`src/rtl/wvd_pkg.sv`:
```
// ----------------------------------------------------------------------------
// wvd_pkg
// Types, constants and the vane position table of the direction decoder.
// ----------------------------------------------------------------------------
`default_nettype none

package wvd_pkg;

    localparam int SAMPLE_BITS = 16;
    localparam int FIELD_BITS  = 16;
    localparam int READ_BITS   = (SAMPLE_BITS < FIELD_BITS) ? SAMPLE_BITS : FIELD_BITS;
    localparam int SCALE_BITS  = READ_BITS + 4;
    localparam int CHANNELS    = 4;
    localparam int ROWS        = 16;
    localparam int DIR_BITS    = 4;

    typedef enum logic [1:0] {
        CELL_GND,
        CELL_HALF,
        CELL_TWO_THIRDS,
        CELL_FULL
    } cell_t;

    localparam int CELL_KINDS = 4;

    localparam cell_t [0:ROWS-1][0:CHANNELS-1] VANE_ROWS = '{
        '{CELL_GND,        CELL_FULL,       CELL_FULL,       CELL_FULL},
        '{CELL_GND,        CELL_GND,        CELL_FULL,       CELL_FULL},
        '{CELL_FULL,       CELL_GND,        CELL_FULL,       CELL_FULL},
        '{CELL_FULL,       CELL_GND,        CELL_GND,        CELL_FULL},
        '{CELL_FULL,       CELL_FULL,       CELL_GND,        CELL_FULL},
        '{CELL_FULL,       CELL_FULL,       CELL_GND,        CELL_GND},
        '{CELL_FULL,       CELL_FULL,       CELL_FULL,       CELL_GND},
        '{CELL_HALF,       CELL_FULL,       CELL_FULL,       CELL_GND},
        '{CELL_HALF,       CELL_FULL,       CELL_FULL,       CELL_FULL},
        '{CELL_TWO_THIRDS, CELL_TWO_THIRDS, CELL_FULL,       CELL_FULL},
        '{CELL_FULL,       CELL_HALF,       CELL_FULL,       CELL_FULL},
        '{CELL_FULL,       CELL_TWO_THIRDS, CELL_TWO_THIRDS, CELL_FULL},
        '{CELL_FULL,       CELL_FULL,       CELL_HALF,       CELL_FULL},
        '{CELL_FULL,       CELL_FULL,       CELL_TWO_THIRDS, CELL_TWO_THIRDS},
        '{CELL_FULL,       CELL_FULL,       CELL_FULL,       CELL_HALF},
        '{CELL_GND,        CELL_FULL,       CELL_FULL,       CELL_HALF}
    };

    typedef struct packed {
        logic [FIELD_BITS-1:0] channel_a;
        logic [FIELD_BITS-1:0] channel_b;
        logic [FIELD_BITS-1:0] channel_c;
        logic [FIELD_BITS-1:0] channel_d;
    } wvd_in_t;

    typedef struct packed {
        logic [DIR_BITS-1:0] direction;
        logic                matched;
    } wvd_out_t;

    typedef struct packed {
        logic [0:CHANNELS-1][READ_BITS-1:0] rd;
        logic [READ_BITS-1:0]               full;
    } max_stage_t;

    typedef struct packed {
        logic [0:CHANNELS-1][SCALE_BITS-1:0] scaled;
        logic [SCALE_BITS-1:0]               m1;
        logic [SCALE_BITS-1:0]               m5;
        logic [SCALE_BITS-1:0]               m7;
        logic [SCALE_BITS-1:0]               m9;
        logic [SCALE_BITS-1:0]               m11;
        logic [SCALE_BITS-1:0]               m13;
        logic                                nonzero;
    } scale_stage_t;

    typedef struct packed {
        logic [0:CHANNELS-1][CELL_KINDS-1:0] hit;
        logic                                nonzero;
    } cmp_stage_t;

endpackage

`default_nettype wire

```
`src/rtl/wind_vane_direction_decoder.sv`:
```
// ----------------------------------------------------------------------------
// wind_vane_direction_decoder
// Decodes four vane ADC readings into one of sixteen directions.
//
//   Channel   Direction  Handshake          Payload
//   s_        in         s_valid/s_ready    wvd_in_t  (four readings)
//   m_        out        m_valid/m_ready    wvd_out_t (direction, matched)
//   cfg_      in         cfg_wr_en          4-bit north offset
//
// One transfer is accepted per cycle while s_ready is high; the input
// transfer loads the first of the four register stages (maximum, scaling,
// window compare, row select), and the result is held in the last.
// Reset clears the stage valid bits and the offset register to zero.
// Each stage holds its item while the next stage is full and not draining,
// so a stall on m_ready backs up into s_ready without loss.
// ----------------------------------------------------------------------------
`default_nettype none

module wind_vane_direction_decoder (
    input  wire logic                         aclk,
    input  wire logic                         aresetn,
    input  wire logic                         s_valid,
    output logic                              s_ready,
    input  wire wvd_pkg::wvd_in_t             s_data,
    output logic                              m_valid,
    input  wire logic                         m_ready,
    output wvd_pkg::wvd_out_t                 m_data,
    input  wire logic                         cfg_wr_en,
    input  wire logic [wvd_pkg::DIR_BITS-1:0] cfg_wr_data
);

    logic [wvd_pkg::DIR_BITS-1:0] offset_reg;
    logic [wvd_pkg::DIR_BITS-1:0] offset_next;

    logic                  max_valid;
    logic                  max_ready;
    wvd_pkg::max_stage_t   max_data;
    logic                  scale_valid;
    logic                  scale_ready;
    wvd_pkg::scale_stage_t scale_data;
    logic                  cmp_valid;
    logic                  cmp_ready;
    wvd_pkg::cmp_stage_t   cmp_data;

    assign offset_next = cfg_wr_en ? cfg_wr_data : offset_reg;

    always_ff @(posedge aclk) begin
        if (!aresetn) begin
            offset_reg <= '0;
        end else begin
            offset_reg <= offset_next;
        end
    end

    wvd_max_stage u_max (
        .aclk      (aclk),
        .aresetn   (aresetn),
        .in_valid  (s_valid),
        .in_ready  (s_ready),
        .in_data   (s_data),
        .out_valid (max_valid),
        .out_ready (max_ready),
        .out_data  (max_data)
    );

    wvd_scale_stage u_scale (
        .aclk      (aclk),
        .aresetn   (aresetn),
        .in_valid  (max_valid),
        .in_ready  (max_ready),
        .in_data   (max_data),
        .out_valid (scale_valid),
        .out_ready (scale_ready),
        .out_data  (scale_data)
    );

    wvd_cmp_stage u_cmp (
        .aclk      (aclk),
        .aresetn   (aresetn),
        .in_valid  (scale_valid),
        .in_ready  (scale_ready),
        .in_data   (scale_data),
        .out_valid (cmp_valid),
        .out_ready (cmp_ready),
        .out_data  (cmp_data)
    );

    wvd_select_stage u_select (
        .aclk      (aclk),
        .aresetn   (aresetn),
        .in_valid  (cmp_valid),
        .in_ready  (cmp_ready),
        .in_data   (cmp_data),
        .offset    (offset_reg),
        .out_valid (m_valid),
        .out_ready (m_ready),
        .out_data  (m_data)
    );

endmodule

`default_nettype wire

```
`src/rtl/wvd_max_stage.sv`:
```
// ----------------------------------------------------------------------------
// wvd_max_stage
// Registers the masked readings together with the largest of the four.
// ----------------------------------------------------------------------------
`default_nettype none

module wvd_max_stage (
    input  wire logic               aclk,
    input  wire logic               aresetn,
    input  wire logic               in_valid,
    output logic                    in_ready,
    input  wire wvd_pkg::wvd_in_t   in_data,
    output logic                    out_valid,
    input  wire logic               out_ready,
    output wvd_pkg::max_stage_t     out_data
);

    logic                          valid_reg;
    logic                          valid_next;
    wvd_pkg::max_stage_t           data_reg;
    wvd_pkg::max_stage_t           data_next;
    logic [wvd_pkg::READ_BITS-1:0] max_ab;
    logic [wvd_pkg::READ_BITS-1:0] max_cd;

    always_comb begin
        data_next.rd[0] = in_data.channel_a[wvd_pkg::READ_BITS-1:0];
        data_next.rd[1] = in_data.channel_b[wvd_pkg::READ_BITS-1:0];
        data_next.rd[2] = in_data.channel_c[wvd_pkg::READ_BITS-1:0];
        data_next.rd[3] = in_data.channel_d[wvd_pkg::READ_BITS-1:0];
        max_ab = (data_next.rd[0] > data_next.rd[1]) ? data_next.rd[0] : data_next.rd[1];
        max_cd = (data_next.rd[2] > data_next.rd[3]) ? data_next.rd[2] : data_next.rd[3];
        data_next.full = (max_ab > max_cd) ? max_ab : max_cd;
    end

    assign in_ready   = !valid_reg || out_ready;
    assign valid_next = in_ready ? in_valid : valid_reg;

    always_ff @(posedge aclk) begin
        if (!aresetn) begin
            valid_reg <= 1'b0;
        end else begin
            valid_reg <= valid_next;
        end
    end

    always_ff @(posedge aclk) begin
        if (in_valid && in_ready) begin
            data_reg <= data_next;
        end
    end

    assign out_valid = valid_reg;
    assign out_data  = data_reg;

endmodule

`default_nettype wire

```
`src/rtl/wvd_scale_stage.sv`:
```
// ----------------------------------------------------------------------------
// wvd_scale_stage
// Forms twelve times each reading and the odd multiples of full scale that
// bound the tolerance windows.
// ----------------------------------------------------------------------------
`default_nettype none

module wvd_scale_stage (
    input  wire logic                 aclk,
    input  wire logic                 aresetn,
    input  wire logic                 in_valid,
    output logic                      in_ready,
    input  wire wvd_pkg::max_stage_t  in_data,
    output logic                      out_valid,
    input  wire logic                 out_ready,
    output wvd_pkg::scale_stage_t     out_data
);

    logic                           valid_reg;
    logic                           valid_next;
    wvd_pkg::scale_stage_t          data_reg;
    wvd_pkg::scale_stage_t          data_next;
    logic [wvd_pkg::SCALE_BITS-1:0] m;
    logic [wvd_pkg::SCALE_BITS-1:0] a;

    always_comb begin
        m = wvd_pkg::SCALE_BITS'(in_data.full);
        for (int i = 0; i < wvd_pkg::CHANNELS; i++) begin
            a = wvd_pkg::SCALE_BITS'(in_data.rd[i]);
            data_next.scaled[i] = (a << 3) + (a << 2);
        end
        data_next.m1      = m;
        data_next.m5      = (m << 2) + m;
        data_next.m7      = (m << 3) - m;
        data_next.m9      = (m << 3) + m;
        data_next.m11     = (m << 3) + (m << 1) + m;
        data_next.m13     = (m << 3) + (m << 2) + m;
        data_next.nonzero = |in_data.full;
    end

    assign in_ready   = !valid_reg || out_ready;
    assign valid_next = in_ready ? in_valid : valid_reg;

    always_ff @(posedge aclk) begin
        if (!aresetn) begin
            valid_reg <= 1'b0;
        end else begin
            valid_reg <= valid_next;
        end
    end

    always_ff @(posedge aclk) begin
        if (in_valid && in_ready) begin
            data_reg <= data_next;
        end
    end

    assign out_valid = valid_reg;
    assign out_data  = data_reg;

endmodule

`default_nettype wire

```
`src/rtl/wvd_cmp_stage.sv`:
```
// ----------------------------------------------------------------------------
// wvd_cmp_stage
// Tests every reading against the tolerance window of each cell level.
// ----------------------------------------------------------------------------
`default_nettype none

module wvd_cmp_stage (
    input  wire logic                   aclk,
    input  wire logic                   aresetn,
    input  wire logic                   in_valid,
    output logic                        in_ready,
    input  wire wvd_pkg::scale_stage_t  in_data,
    output logic                        out_valid,
    input  wire logic                   out_ready,
    output wvd_pkg::cmp_stage_t         out_data
);

    logic                           valid_reg;
    logic                           valid_next;
    wvd_pkg::cmp_stage_t            data_reg;
    wvd_pkg::cmp_stage_t            data_next;
    logic [wvd_pkg::SCALE_BITS-1:0] s;

    always_comb begin
        for (int i = 0; i < wvd_pkg::CHANNELS; i++) begin
            s = in_data.scaled[i];
            data_next.hit[i][wvd_pkg::CELL_GND]        = (s <= in_data.m1);
            data_next.hit[i][wvd_pkg::CELL_HALF]       = (s >= in_data.m5)
                                                         && (s <= in_data.m7);
            data_next.hit[i][wvd_pkg::CELL_TWO_THIRDS] = (s >= in_data.m7)
                                                         && (s <= in_data.m9);
            data_next.hit[i][wvd_pkg::CELL_FULL]       = (s >= in_data.m11)
                                                         && (s <= in_data.m13);
        end
        data_next.nonzero = in_data.nonzero;
    end

    assign in_ready   = !valid_reg || out_ready;
    assign valid_next = in_ready ? in_valid : valid_reg;

    always_ff @(posedge aclk) begin
        if (!aresetn) begin
            valid_reg <= 1'b0;
        end else begin
            valid_reg <= valid_next;
        end
    end

    always_ff @(posedge aclk) begin
        if (in_valid && in_ready) begin
            data_reg <= data_next;
        end
    end

    assign out_valid = valid_reg;
    assign out_data  = data_reg;

endmodule

`default_nettype wire

```
`src/rtl/wvd_select_stage.sv`:
```
// ----------------------------------------------------------------------------
// wvd_select_stage
// Picks the first table row whose four cells all match and applies the
// north offset; this register is the output register of the block.
// ----------------------------------------------------------------------------
`default_nettype none

module wvd_select_stage (
    input  wire logic                         aclk,
    input  wire logic                         aresetn,
    input  wire logic                         in_valid,
    output logic                              in_ready,
    input  wire wvd_pkg::cmp_stage_t          in_data,
    input  wire logic [wvd_pkg::DIR_BITS-1:0] offset,
    output logic                              out_valid,
    input  wire logic                         out_ready,
    output wvd_pkg::wvd_out_t                 out_data
);

    logic                         valid_reg;
    logic                         valid_next;
    wvd_pkg::wvd_out_t            data_reg;
    wvd_pkg::wvd_out_t            data_next;
    logic [wvd_pkg::ROWS-1:0]     row_ok;
    logic [wvd_pkg::DIR_BITS-1:0] row_sel;
    logic                         any_hit;

    always_comb begin
        for (int r = 0; r < wvd_pkg::ROWS; r++) begin
            row_ok[r] = in_data.nonzero;
            for (int i = 0; i < wvd_pkg::CHANNELS; i++) begin
                row_ok[r] = row_ok[r] && in_data.hit[i][wvd_pkg::VANE_ROWS[r][i]];
            end
        end
        any_hit = 1'b0;
        row_sel = '0;
        for (int r = wvd_pkg::ROWS - 1; r >= 0; r--) begin
            if (row_ok[r]) begin
                any_hit = 1'b1;
                row_sel = wvd_pkg::DIR_BITS'(r);
            end
        end
        data_next.matched   = any_hit;
        data_next.direction = any_hit ? (row_sel - offset) : '0;
    end

    assign in_ready   = !valid_reg || out_ready;
    assign valid_next = in_ready ? in_valid : valid_reg;

    always_ff @(posedge aclk) begin
        if (!aresetn) begin
            valid_reg <= 1'b0;
        end else begin
            valid_reg <= valid_next;
        end
    end

    always_ff @(posedge aclk) begin
        if (in_valid && in_ready) begin
            data_reg <= data_next;
        end
    end

    assign out_valid = valid_reg;
    assign out_data  = data_reg;

endmodule

`default_nettype wire

```
`config.mk`:
```
export PLATFORM = sky130hd
export DESIGN_NAME = wind_vane_direction_decoder
export DESIGN_NICKNAME = d
export VERILOG_FILES = /design/src/rtl/wvd_pkg.sv /design/src/rtl/wind_vane_direction_decoder.sv /design/src/rtl/wvd_max_stage.sv /design/src/rtl/wvd_scale_stage.sv /design/src/rtl/wvd_cmp_stage.sv /design/src/rtl/wvd_select_stage.sv
export SDC_FILE = /design/constraint.sdc
export NUM_CORES = 1
export LEC_CHECK = 0
export ABC_AREA = 1
export BUFFER_PORTS_ARGS = -buffer_cell sky130_fd_sc_hd__buf_2
export CAP_MARGIN = 20
export CORE_MARGIN = 2
export CORE_UTILIZATION = 48
export CTS_BUF_LIST = sky130_fd_sc_hd__clkbuf_16
export DETAILED_ROUTE_END_ITERATION = 12
export GPL_ROUTABILITY_DRIVEN = 0
export PLACE_DENSITY = 0.69
export SKIP_LAST_GASP = 1
export SLEW_MARGIN = 20
export SYNTH_ARGS = -nofsm -noshare
export SYNTH_HDL_FRONTEND = slang
export SYNTH_SLANG_ARGS = --single-unit
export TNS_END_PERCENT = 100
```
`constraint.sdc`:
```
create_clock -name aclk -period 5.4 [get_ports aclk]
set_input_delay 0.27 -clock aclk [delete_from_list [all_inputs] [get_ports aclk]]
set_output_delay 0.27 -clock aclk [all_outputs]
set_load 0.02 [all_outputs]
```
Word level (Yosys, flattened, before mapping) --
Cells that the tools add are included.
Storage, ports and cells: bits in read-only memories 0, memories kept 0, memory bits (writable) 0, bits in registers 307, input port bits 73, output and inout port bits 7, bits in latches 0
Operators by class: muxes and demuxes 35, divide/modulo/power cells 0, eq/ne operators 0, multipliers 0, bitwise logic cells 0, shifts and indexed selects 0, $lt $le $gt $ge 31, add/subtract/negate cells 12, reductions and logical operators 65
Operator list (count):
- $ge 20x20->1 | 12
- $le 20x20->1 | 12
- $add 19x18->20 | 5
- $le 20x16->1 | 4
- $mux 4 | 16
- $logic_and 1x1->1 | 56
- $gt 16x16->1 | 3
- $mux 16 | 3
- $add 20x16->20 | 2
- $add 19x16->20 | 1
- $add 19x17->20 | 1
- $sub 19x16->20 | 1
- $add 18x16->19 | 1
- $mux 1 | 16
- $reduce_or 16->1 | 1
- $logic_not 1->1 | 4
- $logic_or 1x1->1 | 4
- $sub 4x4->4 | 1

Logic depth before layout (Yosys ltp) --
Gate-level depths: netlist of run 1.
depth after elaboration 21, gate-level depth with buffers 25, depth with buffers taken out 25

Hierarchy --
Synthesis of run 1 repeated with hierarchy kept, for this count alone.
Unflattened totals: cells, all modules 4296, area, all modules 32225.9 µm²
Modules (own cells, without submodules):
- wvd_scale_stage | times used 1, area each 14141.1 µm², cells each 1739
- wvd_cmp_stage | times used 1, area each 12737.2 µm², cells each 1971
- wvd_max_stage | times used 1, area each 4549.4 µm², cells each 465
- wvd_select_stage | times used 1, area each 631.9 µm², cells each 96
- wind_vane_direction_decoder | times used 1, area each 166.4 µm², cells each 25

Least setup slack after synthesis of run 1 --
Ideal clock, no wire load.
path kind reg2reg, start point reg u_select.valid_reg (netlist: u_select.out_valid), end point reg u_scale.data_reg, in the netlist u_scale.out_data[0], enable pin, stages on the path, launching flop included 10, setup slack 685 ps, clock period less this slack 4715 ps, arrival time 4185 ps, buffers on the path 0, cells stage by stage dfxtp_1 -> inv_1 -> nor2_1 -> inv_1 -> nor2_1 -> inv_1 -> nor2_1 -> inv_1 -> nand2_1 -> inv_1
On the way: longest elaborated chain between the ends 5
RTL lines:
- start: declaration | line wvd_select_stage.sv:20 | logic valid_reg;
- start signal: assignment | line wvd_select_stage.sv:54 | valid_reg <= valid_next;
- $logic_not 1->1 | line wvd_select_stage.sv:47 | assign in_ready = !valid_reg || out_ready;
- $logic_or 1x1->1 | line wvd_select_stage.sv:47
- $logic_or 1x1->1 | line wvd_cmp_stage.sv:38 | assign in_ready = !valid_reg || out_ready;
- $logic_or 1x1->1 | line wvd_scale_stage.sv:41 | assign in_ready = !valid_reg || out_ready;
- $logic_and 1x1->1 | line wvd_scale_stage.sv:53 | if (in_valid && in_ready) begin
- end signal: assignment | line wvd_scale_stage.sv:54 | data_reg <= data_next;
- end: declaration | line wvd_scale_stage.sv:21 | wvd_pkg::scale_stage_t data_reg;
No other way between the ends. A chain may end at the register's enable or synchronous reset.

==> results.sh, run 1 <==
export IMPL_status="completed"
export IMPL_min_period_ns=4.34
export IMPL_switching_share=0.444
export IMPL_crit_path_max_incr_delay_ns=0.57
export IMPL_grt_antenna_before_repair=2
export IMPL_fin_skew_ns=0.0169
export IMPL_die_area_sq_um=58500
export IMPL_rr_worst_depth=11
export IMPL_area_growth_pct=11.5
export IMPL_largest_register_ffs=177
export IMPL_ir_drop_v=0.000227
export IMPL_hold_violations=0
export IMPL_synth_cell_types=57
export IMPL_yosys_warnings=0
export IMPL_cts_buffers=35
export IMPL_ys_seq_elements=287
export IMPL_die_y_microns=242
export IMPL_routed_wl_microns=84800
export IMPL_cp_depth=21
export IMPL_ys_seq_area_frac=0.314
export IMPL_power_frac_clock=0.185
export IMPL_power_density_nw_per_um2=390
export IMPL_cts_sinks=287
export IMPL_syn_inst=2984
export IMPL_cts_clk_slew_worst_paths_ns=0.06
export IMPL_slew_headroom=0.261
export IMPL_worst_hold_slack_ns=0.0123
export IMPL_slew_viol_final=0
export IMPL_finalNonFillerCells=3949
export IMPL_overflow=0
export IMPL_portBuffers=79
export IMPL_synth_avg_cell_area_sq_um=9.10
export IMPL_fillers=5003
export IMPL_crit_reg2reg_launch="u_max.out_data[0]"
export IMPL_via_count=23500
export IMPL_crit_required_ns=5.83
export IMPL_die_w_microns=242
export IMPL_post_drt_wl_per_cell_microns=21.5
export IMPL_grt_pass1_wl_microns=129000
export IMPL_synth_async_reset_ratio=0
export IMPL_r2r_end="u_scale.out_data[35]"
export IMPL_cts_tree="yes"
export IMPL_placed_cells=3819
export IMPL_core_sq_um=56200
export IMPL_fin_util=0.539
export IMPL_start_util=0.483
export IMPL_crit_start="s_data[37]"
export IMPL_path_buf_inv=4
export IMPL_final_net_count=3887
export IMPL_crit_arrival_ns=4.77
export IMPL_grt_usage=0.286
export IMPL_diodes=0
export IMPL_rsz0062_at_grt="false"
export IMPL_grt_pass1_vias=23500
export IMPL_setup_viol=0
export IMPL_max_clock_path_buffers=3
export IMPL_clock_fmax_mhz=230
export IMPL_cap_violations=0
export IMPL_timing_final_crit_share=0.804
export IMPL_netlist_area_sq_um=27200
export IMPL_hp_class="in2reg"
export IMPL_cp_end_kind="flip-flop"
export IMPL_drt_iter0_markers=2144
export IMPL_setup_tns_ns=0
export IMPL_ant_nets=0
export IMPL_worst_pin_slew_ns=1.11
export IMPL_p_int_uw=6560
export IMPL_first_pass_iters=6
export IMPL_critPathLaunchType="input port"
export IMPL_combPwrFrac=0.520
export IMPL_dp_final_hpwl_microns=67000
export IMPL_p_leak_uw=0.0142
export IMPL_grt_max_degree=98
export IMPL_viasPerCell=5.94
export IMPL_synth_net_count=3702
export IMPL_endpoint="u_max.out_data[4]"
export IMPL_drc=0
export IMPL_p_seq_frac=0.295
export IMPL_cts_root_buf="clkbuf_16"
export IMPL_synth_flop_cell="edfxtp_1"
export IMPL_min_from="cfg_wr_data[3]"
export IMPL_crit_chain="dlygate4sd3_1 -> buf_2 -> inv_1 -> ha_1 -> nand4_1 -> nor3b_1 -> nand4_1 -> nand2_2 -> nand2_1 -> and2_1 -> ha_1 -> inv_1 -> nor2_1 -> nor2_1 -> nor2_1 -> a211oi_1 -> o21ai_0 -> nand2_1 -> a21oi_2 -> nand3_1 -> nand2_1"
export IMPL_ctsResizeCount=0
export IMPL_htree_levels=2
export IMPL_reg2reg_slack_ns=1.89
export IMPL_worstSkewPairLatency_ns=0.57
export IMPL_critical_path_top_delay_family="simple AND/OR/NAND/NOR gates"
export IMPL_crit_fanout=17
export IMPL_p_switching_uw=5250
export IMPL_layout_drive_gt1_share=0.0561
export IMPL_num_io_pins=80
export IMPL_synth_edff_count=279
export IMPL_rows=87
export IMPL_crit_slowest_cell="a21oi_2"
export IMPL_worst_setup_path_type="in2reg"
## cell families (layout without fill, tap and decap cells)
| logic type | count (synthesis) | count (layout) | synth area share |
|---|---|---|---|
| xor+xnor | 132 | 132 | 0.0426 |
| buf+inv | 397 | 606 | 0.0566 |
| simple gates | 915 | 915 | 0.150 |
| flops | 287 | 287 | 0.314 |
| compound gates | 608 | 608 | 0.129 |
| fa+ha+maj | 645 | 645 | 0.307 |
## through the flow
stage               instance area (sq um)  power, uW  setup slack (ns)
floorplan                           27200       7660             0.685
global placement                    28500       9150              1.28
detailed placement                  28500       9470              1.22
CTS                                 30300      11700              1.23
global route                        30300      12700             0.699
finish                              30300      11800              1.06
## routing by layer
metal	global-route usage	routed length (microns)	share of wire	up-vias
met2	0.474	38600	0.46	1156
met1	0.343	32600	0.38	10900
met3	0.0444	7160	0.084	379
li1	-	-	-	11000
met4	0.193	6420	0.076	0
met5	0	0	0	-
## worst register-to-register path: stages (launching register included)
cell and delay [ns]:
edfxtp_1 1.05, fa_1 0.61, fa_1 0.48, nand2_1 0.09, nand3_1 0.06, o21ai_1 0.13, o21ai_1 0.15, nand3_1 0.09
nand2_1 0.10, a21boi_1 0.23, o21ai_1 0.11, xor2_1 0.16
## power groups by stage
stage          registers (uW)  clock network [uW]  logic, uW
4_1_cts                  3470                2210       6030
5_1_grt                  3500                2290       6880
6_report                 3490                2180       6140
2_1_floorplan            3350                   0       4310
3_5_place_dp             3510                   0       5950
3_3_place_gp             3500                   0       5650
## final cells by class
| type | count | area (sq um) | share of cell area |
|---|---|---|---|
| clock buffer | 35 | 876 | 0.0289 |
| clock inverter | 26 | 174 | 0.00574 |
| inverter | 380 | 1430 | 0.0473 |
| multi-input combinational | 2300 | 17100 | 0.564 |
| sequential | 287 | 8540 | 0.282 |
| tap | 756 | 946 | 0.0312 |
| timing repair buffer | 165 | 1230 | 0.0405 |
## worst min-delay path by stage
stage	to	slack, ns	cells past startpoint
after detailed placement	u_max.out_data[25]	0.46	1
after CTS	offset_reg[3]	0.02	3
after global placement	u_cmp.out_valid	0.46	2
after global routing	u_max.out_valid	0.05	3
final	offset_reg[3]	0.01	3
after floorplan	u_max.out_data[16]	0.37	0
## cell usage in the layout, fill, tap and decap left out, drive strengths merged, types with 4 or more instances in the layout
master,instances
ha,610
xor2,94
fa,35
and2,18
buf,96
nor2,147
dfxtp,8
clkbuf,35
o21a,14
nand4,84
nand3,136
clkinv,16
o211ai,8
o21bai,9
a21oi,333
nor4,17
a211oi,19
dlygate4sd3,69
nand3b,17
a21boi,10
xnor2,38
o21ai,138
nor3,30
edfxtp,279
o31ai,4
inv,388
nand2,453
a31oi,14
nor4b,5
o2111ai,13
o221a,4
nor3b,5
o311ai,5
o221ai,12
a21o,18
## cells in the mapped netlist (3+ instances only)
| cell type | count | area share |
|---|---|---|
| buf_2 | 3 | 0.00055 |
| nor3b_1 | 5 | 0.0014 |
| nand4_1 | 84 | 0.019 |
| a31oi_1 | 14 | 0.0032 |
| o311ai_0 | 5 | 0.0016 |
| a211oi_1 | 19 | 0.0053 |
| o21ai_0 | 127 | 0.023 |
| a21oi_1 | 332 | 0.061 |
| o221ai_1 | 12 | 0.0039 |
| o21bai_1 | 9 | 0.0025 |
| nor3_1 | 29 | 0.0053 |
| o221a_2 | 4 | 0.0017 |
| nor4_1 | 17 | 0.0039 |
| a21boi_0 | 3 | 0.00083 |
| o211ai_1 | 8 | 0.0022 |
| o21a_1 | 14 | 0.0039 |
| o21ai_1 | 5 | 0.00092 |
| a21o_1 | 18 | 0.0050 |
| nand3b_1 | 17 | 0.0047 |
| ha_1 | 610 | 0.28 |
| clkbuf_1 | 8 | 0.0011 |
| nand3_1 | 135 | 0.025 |
| o21ai_2 | 5 | 0.0016 |
| o2111ai_1 | 11 | 0.0035 |
| dfxtp_1 | 8 | 0.0059 |
| edfxtp_1 | 279 | 0.31 |
| xnor2_1 | 38 | 0.012 |
| and2_1 | 18 | 0.0041 |
| nand2_1 | 449 | 0.062 |
| nor4b_1 | 5 | 0.0016 |
| o31ai_1 | 3 | 0.00083 |
| buf_6 | 4 | 0.0017 |
| a21boi_2 | 4 | 0.0017 |
| xor2_1 | 94 | 0.030 |
| a21boi_1 | 3 | 0.00083 |
| inv_1 | 378 | 0.052 |
| nand2_2 | 4 | 0.00092 |
| nor2_1 | 146 | 0.020 |
| fa_1 | 35 | 0.026 |
## what timing repair did
item,in CTS,in global routing
setup buffers,0,0
endpoints found under the hold margin,69,0
hold buffers,69,0
Note: power is estimated with default switching activity, not from simulation.
==> run 2: changes to the inputs <==
PLACE_DENSITY = 0.72   (was 0.69)
clock period = 3.8 ns   (was 5.4 ns; I/O delays follow)
==> results.sh, run 2 (synthesis gave the netlist of run 1 again) <==
export IMPL_cts_root_buf="clkbuf_16"
export IMPL_slew_headroom=0.258
export IMPL_grt_antenna_before_repair=2
export IMPL_crit_fanout=16
export IMPL_finalNonFillerCells=3988
export IMPL_setup_viol=0
export IMPL_first_pass_iters=6
export IMPL_routed_wl_microns=82300
export IMPL_largest_register_ffs=177
export IMPL_placed_cells=3838
export IMPL_worst_setup_path_type="in2reg"
export IMPL_drt_iter0_markers=1953
export IMPL_num_io_pins=80
export IMPL_clock_fmax_mhz=267
export IMPL_post_drt_wl_per_cell_microns=20.6
export IMPL_cp_end_kind="flip-flop"
export IMPL_area_growth_pct=13.6
export IMPL_crit_arrival_ns=4.04
export IMPL_fillers=5005
export IMPL_crit_slowest_cell="dlygate4sd3_1"
export IMPL_fin_skew_ns=0.0178
export IMPL_status="completed"
export IMPL_slew_viol_final=0
export IMPL_core_sq_um=56200
export IMPL_rows=87
export IMPL_viasPerCell=5.79
export IMPL_power_density_nw_per_um2=560
export IMPL_grt_usage=0.280
export IMPL_grt_pass1_wl_microns=126000
export IMPL_ir_drop_v=0.000562
export IMPL_hp_class="in2reg"
export IMPL_p_leak_uw=0.0145
export IMPL_worstSkewPairLatency_ns=0.56
export IMPL_cts_buffers=35
export IMPL_worst_pin_slew_ns=1.11
export IMPL_die_area_sq_um=58500
export IMPL_drc=0
export IMPL_rsz0062_at_grt="true"
export IMPL_ant_nets=0
export IMPL_fin_util=0.549
export IMPL_p_switching_uw=7410
export IMPL_crit_required_ns=4.10
export IMPL_switching_share=0.428
export IMPL_crit_chain="dlygate4sd3_1 -> buf_2 -> inv_1 -> ha_1 -> a21oi_1 -> o21ai_0 -> o21bai_1 -> nand3_1 -> o2111ai_4 -> nand2_2 -> nand2_1 -> and2_1 -> ha_1 -> nand4_1 -> or4_4 -> nor2_2 -> a21oi_4 -> buf_12 -> nand3_1 -> nand2_1"
export IMPL_via_count=23100
export IMPL_final_cell_mix="ha_1 (610), nand2_1 (448), inv_1 (383)"
export IMPL_power_frac_clock=0.208
export IMPL_crit_path_max_incr_delay_ns=0.54
export IMPL_max_clock_path_buffers=3
export IMPL_layout_drive_gt1_share=0.0669
export IMPL_grt_max_degree=178
export IMPL_grt_pass1_vias=22600
export IMPL_htree_levels=2
export IMPL_die_y_microns=242
export IMPL_layout_commonest_cell="ha_1"
export IMPL_die_w_microns=242
export IMPL_portBuffers=79
export IMPL_p_int_uw=9880
export IMPL_cts_clk_slew_worst_paths_ns=0.06
export IMPL_p_seq_frac=0.287
export IMPL_critPathLaunchType="input port"
export IMPL_hold_violations=0
export IMPL_start_util=0.483
export IMPL_final_net_count=3921
export IMPL_timing_final_crit_share=0.985
export IMPL_cts_sinks=287
export IMPL_overflow=0
export IMPL_cts_tree="yes"
export IMPL_cap_violations=0
export IMPL_dp_final_hpwl_microns=64400
export IMPL_combPwrFrac=0.506
export IMPL_min_period_ns=3.74
==> run 2: per-stage QoR <==
stage          power (uW)  setup WS [ns]  hold slack, ns  cell area, sq um  TNS (ns)
3_3_place_gp        13200          0.140           0.381             28700         0
4_1_cts             17100         0.0264           0.339             30700         0
3_5_place_dp        13400         0.0319           0.383             28700         0
6_report            17300         0.0566           0.360             30800         0
5_1_grt             18600        -0.0495           0.368             30800    -0.384
2_1_floorplan       10900        -0.0894           0.289             27200    -15.82
==> run 2: worst max-delay path, delay by kind of cell <==
kind | cells | cell delay (ns)
simple gates | 9 | 1.63
buf+inv | 4 | 0.89
fa+ha+maj | 2 | 0.64
compound gates | 5 | 0.67
==> run 2: worst paths after layout <==
kind / start / end / slack [ns] / depth (start not counted)
worst max register to register: u_max.out_data[3] / u_scale.out_data[14] / 0.34 / 11
worst max-delay path: s_data[39] / u_max.out_data[5] / 0.06 / 20
worst min-delay path: s_data[33] / u_max.out_data[49] / 0.36 / 2
worst min register to register: u_cmp.out_valid / u_select.out_valid / 0.47 / 2
==> run 2: area by class of cell <==
class                      count  area, sq um  share of cell area
multi-input combinational   2301        17100               0.556
timing repair buffer         198         1550              0.0502
clock inverter                26          280             0.00909
tap                          756          946              0.0307
inverter                     380         1430              0.0464
antenna                        2         5.00            0.000162
clock buffer                  38          951              0.0308
sequential                   287         8540               0.277
==> run 2: what timing repair did <==
action	in CTS	in global routing
setup buffers	0	7
resized for setup	0	9
endpoints found under the setup margin	0	16
endpoints found under the hold margin	72	0
hold buffers	76	0
==> run 2: power groups by stage <==
stage	registers (uW)	logic, uW	clock network (uW)
5_1_grt	4990	9880	3740
6_report	4950	8740	3590
3_3_place_gp	4990	8180	0
4_1_cts	4940	8550	3620
2_1_floorplan	4750	6130	0
3_5_place_dp	5000	8420	0
==> run 2: per-layer routing <==
| metal | global-route usage | part of all wire | routed length [microns] |
|---|---|---|---|
| met2 | 0.466 | 0.46 | 38000 |
| met4 | 0.170 | 0.067 | 5550 |
| met1 | 0.345 | 0.39 | 32000 |
| met3 | 0.0385 | 0.082 | 6740 |
| met5 | 0 | 0 | 0 |
